<file path="config.mk">
export PLATFORM = sky130hd
export DESIGN_NAME = shape_outline_pixel_test_unit
export DESIGN_NICKNAME = d
export VERILOG_FILES = /design/src/rtl/sopt_pkg.sv /design/src/rtl/shape_outline_pixel_test_unit.sv
export SDC_FILE = /design/constraint.sdc
export NUM_CORES = 2
export LEC_CHECK = 0
export ABC_AREA = 1
export BUFFER_PORTS_ARGS = -buffer_cell sky130_fd_sc_hd__buf_2
export CAP_MARGIN = 40
export CORE_UTILIZATION = 37
export CTS_BUF_LIST = sky130_fd_sc_hd__clkbuf_4
export DETAILED_ROUTE_END_ITERATION = 7
export GPL_ROUTABILITY_DRIVEN = 0
export PLACE_DENSITY = 0.52
export SLEW_MARGIN = 20
export SYNTH_ARGS = -nofsm -noshare
export SYNTH_HDL_FRONTEND = slang
export SYNTH_SLANG_ARGS = --single-unit
</file>
<file path="constraint.sdc">
create_clock -name clk_i -period 6.8 [get_ports clk_i]
set_input_delay 1.36 -clock clk_i [delete_from_list [all_inputs] [get_ports clk_i]]
set_output_delay 1.36 -clock clk_i [all_outputs]
set_load 0.05 [all_outputs]
</file>
<file path="src/rtl/sopt_pkg.sv">
// shared types and constants for the shape outline pixel test
`timescale 1ns / 1ps
package sopt_pkg;

  typedef enum logic [1:0] {
    SHAPE_CIRCLE = 2'd0,
    SHAPE_TRI    = 2'd1,
    SHAPE_RECT   = 2'd2,
    SHAPE_LINE   = 2'd3
  } shape_e;

  localparam logic [2:0] REG_KIND  = 3'd0;
  localparam logic [2:0] REG_POS_X = 3'd1;
  localparam logic [2:0] REG_POS_Y = 3'd2;
  localparam logic [2:0] REG_END_X = 3'd3;
  localparam logic [2:0] REG_END_Y = 3'd4;
  localparam logic [2:0] REG_EXT_A = 3'd5;
  localparam logic [2:0] REG_EXT_B = 3'd6;

  localparam int CoordW = 11;
  localparam int ExtW   = 10;
  localparam int PixW   = 6;
  // differences of an 11 bit coordinate and a pixel index
  localparam int DiffW  = 13;

endpackage

</file>
<file path="src/rtl/shape_outline_pixel_test_unit.sv">
// top level of the shape outline pixel test
`timescale 1ns / 1ps
// Shape outline hit test for one board cell per word.
// s_axis carries a cell (row, column); m_axis returns one word with the hit
// flag for each cell, in order. cfg_* writes the shape registers (index 0 kind,
// 1 pos_x, 2 pos_y, 3 end_x, 4 end_y, 5 extent_a, 6 extent_b); write only
// while no cell is in flight. Writes beyond index 6 are ignored.
// The path is four register stages: differences, squares and line products,
// the line quotient check and compares, and the output register. The first
// stage loads at the accepting edge; m_axis_tvalid is the fourth stage valid.
// One cell is accepted every cycle unless the receiver stalls. The line check
// compares dy*(c-x1) against (r-y1)*dx bounds instead of dividing, so no stage
// holds more than one multiplier level.
// When the receiver stalls the whole pipeline holds; s_axis_tready falls only
// when the output word is still waiting and every stage is full.
// Reset clears the shape registers to zero and empties the pipeline.
module shape_outline_pixel_test_unit
  import sopt_pkg::*;
#(
  parameter int BOARD_ROWS = 64,
  parameter int BOARD_COLS = 64
) (
  input  logic        clk_i,
  input  logic        rst_ni,
  input  logic        s_axis_tvalid,
  output logic        s_axis_tready,
  input  logic [15:0] s_axis_tdata,   // [5:0] pixel_row, [11:6] pixel_col
  output logic        m_axis_tvalid,
  input  logic        m_axis_tready,
  output logic [7:0]  m_axis_tdata,   // [0] hit
  input  logic        cfg_valid_i,
  output logic        cfg_ready_o,
  input  logic [2:0]  cfg_index_i,
  input  logic [15:0] cfg_data_i
);

  logic [1:0]               kind_q;
  logic signed [CoordW-1:0] pos_x_q, pos_y_q, end_x_q, end_y_q;
  logic [ExtW-1:0]          ext_a_q, ext_b_q;

  assign cfg_ready_o = 1'b1;

  always_ff @(posedge clk_i or negedge rst_ni) begin
    if (!rst_ni) begin
      kind_q  <= '0;
      pos_x_q <= '0;
      pos_y_q <= '0;
      end_x_q <= '0;
      end_y_q <= '0;
      ext_a_q <= '0;
      ext_b_q <= '0;
    end else if (cfg_valid_i) begin
      unique case (cfg_index_i)
        REG_KIND:  kind_q  <= cfg_data_i[1:0];
        REG_POS_X: pos_x_q <= cfg_data_i[CoordW-1:0];
        REG_POS_Y: pos_y_q <= cfg_data_i[CoordW-1:0];
        REG_END_X: end_x_q <= cfg_data_i[CoordW-1:0];
        REG_END_Y: end_y_q <= cfg_data_i[CoordW-1:0];
        REG_EXT_A: ext_a_q <= cfg_data_i[ExtW-1:0];
        REG_EXT_B: ext_b_q <= cfg_data_i[ExtW-1:0];
        default: ;
      endcase
    end
  end

  // stage valids and advance enables
  logic v1_q, v2_q, v3_q, v4_q;
  logic en1, en2, en3, en4;
  assign en4 = !v4_q || m_axis_tready;
  assign en3 = !v3_q || en4;
  assign en2 = !v2_q || en3;
  assign en1 = !v1_q || en2;
  assign s_axis_tready = en1;

  always_ff @(posedge clk_i or negedge rst_ni) begin
    if (!rst_ni) begin
      v1_q <= 1'b0;
      v2_q <= 1'b0;
      v3_q <= 1'b0;
      v4_q <= 1'b0;
    end else begin
      if (en1) v1_q <= s_axis_tvalid;
      if (en2) v2_q <= v1_q;
      if (en3) v3_q <= v2_q;
      if (en4) v4_q <= v3_q;
    end
  end

  // stage 1: differences against the anchors
  logic [PixW-1:0] row_in, col_in;
  assign row_in = s_axis_tdata[PixW-1:0];
  assign col_in = s_axis_tdata[2*PixW-1:PixW];

  logic signed [DiffW-1:0] r_s, c_s;
  assign r_s = DiffW'(signed'({1'b0, row_in}));
  assign c_s = DiffW'(signed'({1'b0, col_in}));

  logic signed [DiffW-1:0] dxr_q, dyc_q, cpx_q, rpy_q, ldx_q, ldy_q;
  logic                    onb1_q;
  logic [1:0]              kind1_q;

  always_ff @(posedge clk_i) begin
    if (en1) begin
      dxr_q   <= r_s - DiffW'(pos_x_q);
      dyc_q   <= c_s - DiffW'(pos_y_q);
      cpx_q   <= c_s - DiffW'(pos_x_q);
      rpy_q   <= r_s - DiffW'(pos_y_q);
      ldx_q   <= DiffW'(end_x_q) - DiffW'(pos_x_q);
      ldy_q   <= DiffW'(end_y_q) - DiffW'(pos_y_q);
      onb1_q  <= (32'(row_in) < BOARD_ROWS) && (32'(col_in) < BOARD_COLS);
      kind1_q <= kind_q;
    end
  end

  // stage 2: squares and line products
  logic signed [2*DiffW-1:0] sqr_q, sqc_q, num_q, rdx_q;
  logic signed [DiffW-1:0]   cpx2_q, rpy2_q, ldx2_q, ldy2_q;
  logic                      onb2_q;
  logic [1:0]                kind2_q;

  always_ff @(posedge clk_i) begin
    if (en2) begin
      sqr_q   <= dxr_q * dxr_q;
      sqc_q   <= dyc_q * dyc_q;
      num_q   <= ldy_q * cpx_q;
      rdx_q   <= rpy_q * ldx_q;
      cpx2_q  <= cpx_q;
      rpy2_q  <= rpy_q;
      ldx2_q  <= ldx_q;
      ldy2_q  <= ldy_q;
      onb2_q  <= onb1_q;
      kind2_q <= kind1_q;
    end
  end

  // stage 3: compares per shape
  localparam int WW = 2 * DiffW + 2;
  logic signed [WW-1:0] dsq, rad, radm, rsq, rmsq;
  logic signed [WW-1:0] q, adx, num;
  logic signed [DiffW-1:0] h_s, w_s, negc;
  logic                 hit_c, hit_t, hit_r, hit_l, in_span, vert_ok, q_ok;
  logic                 hit3_q;

  always_comb begin
    dsq  = WW'(sqr_q) + WW'(sqc_q);
    rad  = WW'(signed'({1'b0, ext_a_q}));
    radm = rad - WW'(1);
    rsq  = rad * rad;
    rmsq = radm * radm;
    hit_c = (ext_a_q != '0) && (dsq <= rsq) && (dsq >= rmsq);

    h_s  = DiffW'(signed'({1'b0, ext_b_q}));
    w_s  = DiffW'(signed'({1'b0, ext_a_q}));
    negc = -cpx2_q;
    hit_t = (ext_b_q != '0) &&
            (((rpy2_q >= 0) && (rpy2_q < h_s) &&
              ((cpx2_q == -rpy2_q) || (cpx2_q == rpy2_q))) ||
             ((rpy2_q == h_s - DiffW'(1)) &&
              (cpx2_q <= h_s - DiffW'(1)) && (negc <= h_s - DiffW'(1))));

    hit_r = (rpy2_q >= 0) && (rpy2_q < h_s) && (cpx2_q >= 0) && (cpx2_q < w_s) &&
            ((rpy2_q == 0) || (rpy2_q == h_s - DiffW'(1)) ||
             (cpx2_q == 0) || (cpx2_q == w_s - DiffW'(1)));

    // column between endpoints: c-x1 between 0 and dx
    in_span = (ldx2_q >= 0) ? ((cpx2_q >= 0) && (cpx2_q <= ldx2_q))
                            : ((cpx2_q <= 0) && (cpx2_q >= ldx2_q));
    vert_ok = (cpx2_q == 0) &&
              ((ldy2_q >= 0) ? ((rpy2_q >= 0) && (rpy2_q <= ldy2_q))
                             : ((rpy2_q <= 0) && (rpy2_q >= ldy2_q)));
    // truncated quotient equals k=r-y1 iff num-k*dx lies in (-|dx|,|dx|)
    // and has the sign of num (or is zero)
    num = WW'(num_q);
    q   = num - WW'(rdx_q);
    adx = (ldx2_q < 0) ? -WW'(ldx2_q) : WW'(ldx2_q);
    q_ok = (q > -adx) && (q < adx) &&
           ((q == 0) || ((num >= 0) ? (q > 0) : (q < 0)));
    hit_l = (ldx2_q == 0) ? vert_ok : (in_span && q_ok);
  end

  always_ff @(posedge clk_i) begin
    if (en3) begin
      case (shape_e'(kind2_q))
        SHAPE_CIRCLE: hit3_q <= onb2_q && hit_c;
        SHAPE_TRI:    hit3_q <= onb2_q && hit_t;
        SHAPE_RECT:   hit3_q <= onb2_q && hit_r;
        default:      hit3_q <= onb2_q && hit_l;
      endcase
    end
  end

  // stage 4: output register
  logic hit4_q;
  always_ff @(posedge clk_i) begin
    if (en4) hit4_q <= hit3_q;
  end

  assign m_axis_tvalid = v4_q;
  assign m_axis_tdata  = {7'd0, hit4_q};

endmodule

</file>
==> impl_metrics.py <==
metrics = {
    "setup_path": {
        "req_time_crit_path_ns": 7.35,
        "regToRegStartpoint": "ext_a_q[3]",
        "timing.critical_path.mode_cell": "sky130_fd_sc_hd__a21oi_2",
        "crit_path_start_kind": "register",
        "worst_setup_path_end_kind": "register",
        "cpLargestDelayFamily": "adder cells",
        "critical_path.max_fanout": 5,
        "worstReg2RegEnd": "hit3_q",
        "critical_path_class": "reg -> reg",
        "r2r_setup_slack_ns": -0.13,
        "critical_path.slowest_cell": "sky130_fd_sc_hd__fa_1",
        "cp_data_arrival_time_ns": 7.48,
        "r2r.worst_path.cells": 39,
        "delay_contributed_by_the_slowest_stage_of_the_critical_path_ns": 0.55,
        "critical_path.n_buffers_inverters": 8,
    },
    "synth": {
        "syn-instance-count": 5625,
        "synth_area_per_cell_um2": 8.47,
        "synth-edff-count": 220,
        "ys_top_cells_by_area": "sky130_fd_sc_hd__fa_1 29%, sky130_fd_sc_hd__ha_1 15%, sky130_fd_sc_hd__edfxtp_1 14%, sky130_fd_sc_hd__inv_1 11%, sky130_fd_sc_hd__nand2_1 8.5%",
        "postSynth.topFlopCell": "sky130_fd_sc_hd__edfxtp_1",
        "yosysTopAreaCellShare_pct": 28.6,
        "synth_async_sr_flop_share_pct": 24.1,
        "register_area_share_after_synthesis_pct": 17.5,
        "synth_cell_type_count": 63,
        "synth.ff_latch_count": 290,
        "yosys_synthesis_warning_count": 0,
        "synth_area_leader_cell": "sky130_fd_sc_hd__fa_1",
        "synth.cell_area_um2": 47600,
    },
    "sta": {
        "worst_slew_pin_slew_ns": 0.856,
        "finClkSkew_ns": 0.0914,
        "timing.fmax_mhz": 144,
        "final-hold-violation-count": 0,
        "setup_viol": 1,
        "hold_ws_ns": 0.356,
        "setup_total_negative_slack_ns": -0.128,
        "max_slew_margin_pct": 42.9,
        "rsz_0062_raised_after_global_routing": "true",
        "slew_violations": 0,
        "layout_min_cycle_time_ns": 6.93,
        "post-route-period-util_pct": 102,
        "setup_ws_ns": -0.128,
    },
    "die": {
        "coreArea_um2": 128000,
        "die_h_um": 361,
        "design.die.area_um2": 130000,
        "start_util_pct": 37.3,
        "std_cell_rows": 131,
        "die_x_um": 361,
        "num_io_pins": 51,
    },
    "cells_and_area": {
        "design.final.nets": 7140,
        "layout.cells.most_common_list": "1391 x sky130_fd_sc_hd__inv_1, 1066 x sky130_fd_sc_hd__nand2_1, 677 x sky130_fd_sc_hd__fa_1, 564 x sky130_fd_sc_hd__ha_1, 272 x sky130_fd_sc_hd__a21oi_1",
        "area.growth.synth_to_final_pct": 10.5,
        "layout-drive-gt1-share_pct": 9.03,
        "layout.core_utilization_pct": 41.2,
        "postLayoutCellArea_um2": 52600,
        "mostFrequentLayoutCell": "sky130_fd_sc_hd__inv_1",
    },
    "route": {
        "wirelength_mm": 121,
        "drtAntennaViolNets": 0,
        "drt_drc_violations_left": 0,
        "initialDrtViolationCount": 2330,
        "num_vias": 36300,
        "detail_route.first_pass.iterations": 6,
        "wl_per_cell_um": 16.0,
        "avgViaCountPerCell": 4.79,
    },
    "global_routing": {
        "grt_overflow_total": 0,
        "grt_start_max_net_pins": 99,
        "first_global_vias": 37200,
        "initial_antenna_violation_count": 14,
        "grtUsageTotal_pct": 19.2,
        "grt_first_pass_wirelength_mm": 198,
    },
    "placement": {
        "dpl.hpwl_mm": 102,
        "number_of_buffers_added_on_ports": 33,
        "post_dp_cell_area_um2": 51000,
    },
    "outcome": {
        "violations": "negative setup slack",
        "run_status": "finished with violations",
    },
    "clocking": {
        "cts-root-buf": "sky130_fd_sc_hd__clkbuf_4",
        "postCtsHoldBufs": 0,
        "clk_latency_ns": 0.83,
        "ctsHtreeMaxLevel": 3,
        "tritoncts.num_buffers": 78,
        "tritoncts_clock_tree": "built",
        "clk_sinks": 290,
        "clock_transition_at_the_registers_of_the_reported_paths_ns": 0.06,
        "cts_max_path_buffers": 3,
    },
    "flow_run": {
        "maxCapViolations": 0,
    },
    "hold_path": {
        "worst_hold_path_type": "in -> async",
    },
}
worst max-delay path by stage:
stage,startpoint,to,slack [ns],depth (start not counted)
6_report,ext_a_q[3],hit3_q,-0.13,39
2_1_floorplan,ext_a_q[0],hit3_q,0.009,40
4_1_cts,ext_a_q[4],hit3_q,-0.13,37
3_5_place_dp,ext_a_q[1],hit3_q,-0.67,40
5_1_grt,ext_a_q[3],hit3_q,-0.51,39
3_3_place_gp,ext_a_q[1],hit3_q,-0.68,40
cell families after synthesis:
logic type / share of synthesized area (%)
other: 0.0158
and+or+nand+nor: 14.5
buffers and inverters: 12.2
xor gates and xnor gates: 5.36
DFF: 17.5
AOI/OAI and AO/OA: 6.96
adders and majority gates: 43.5
stage by stage:
step	std cells	worst slack (ns)
floorplan	5651	0.00939
global placement	7410	-0.676
detailed placement	7412	-0.674
CTS	7571	-0.128
global route	7576	-0.509
finish	7582	-0.128
flip-flops by register name, indices dropped and copies added (netlist names), 23 cells and up:
signal / count
rdx_q: 24
sqr_q: 23
num_q: 24
sqc_q: 23
worst register-to-register path, delay by kind of cell, from the launching register on:
kind / cells / cell delay [ns]
adder cells (fa/ha/maj): 7 / 3.09
AO/OA/AOI/OAI: 12 / 1.40
AND/OR/NAND/NOR: 10 / 0.87
buffers and inverters: 8 / 0.57
flip-flops: 1 / 0.41
XOR/XNOR: 2 / 0.32
final cells by class:
type | instances | area, µm²
clock inverters | 28 | 228
inverters | 1406 | 5290
well taps | 1662 | 2080
diodes | 7 | 17.5
clock buffers | 113 | 848
fillers | 12900 | 75100
repair buffers | 246 | 1840
flip-flops and latches | 290 | 8360
multi-input cells | 3830 | 34000
Yosys cell counts, types with 8 or more instances:
cell and instances:
sky130_fd_sc_hd__o21ai_0 183, sky130_fd_sc_hd__edfxtp_1 220, sky130_fd_sc_hd__dfrtp_1 70, sky130_fd_sc_hd__o31ai_1 9, sky130_fd_sc_hd__nand3_1 122, sky130_fd_sc_hd__nor4_1 10, sky130_fd_sc_hd__o211ai_1 8, sky130_fd_sc_hd__nor2_1 271
sky130_fd_sc_hd__fa_1 680, sky130_fd_sc_hd__o21ai_1 15, sky130_fd_sc_hd__or2_2 40, sky130_fd_sc_hd__o21a_1 9, sky130_fd_sc_hd__buf_4 12, sky130_fd_sc_hd__nand4_1 58, sky130_fd_sc_hd__clkbuf_1 107, sky130_fd_sc_hd__inv_1 1402
sky130_fd_sc_hd__xor2_1 177, sky130_fd_sc_hd__xnor2_1 109, sky130_fd_sc_hd__nor3_1 49, sky130_fd_sc_hd__a21o_1 15, sky130_fd_sc_hd__nand2_1 1078, sky130_fd_sc_hd__o21bai_1 19, sky130_fd_sc_hd__a21oi_1 284, sky130_fd_sc_hd__ha_1 568
sky130_fd_sc_hd__a31oi_1 21
layer usage:
| metal | share of wire, % | global-route usage, % | vias up |
|---|---|---|---|
| li1 | - | - | 17800 |
| met3 | 5.1 | 2.26 | 105 |
| met4 | 1.7 | 4.13 | 10 |
| met5 | 0.050 | 0 | - |
| met2 | 44 | 30.2 | 729 |
| met1 | 49 | 28.3 | 17700 |
timing repair:
action,CTS,global route
endpoints found under the setup margin,1,1
resized for setup,70,31
pin swaps,58,46
setup buffers,19,3
Power is not shown: default switching activity piles up to over one toggle a cycle in this logic, so the estimate is an artifact.
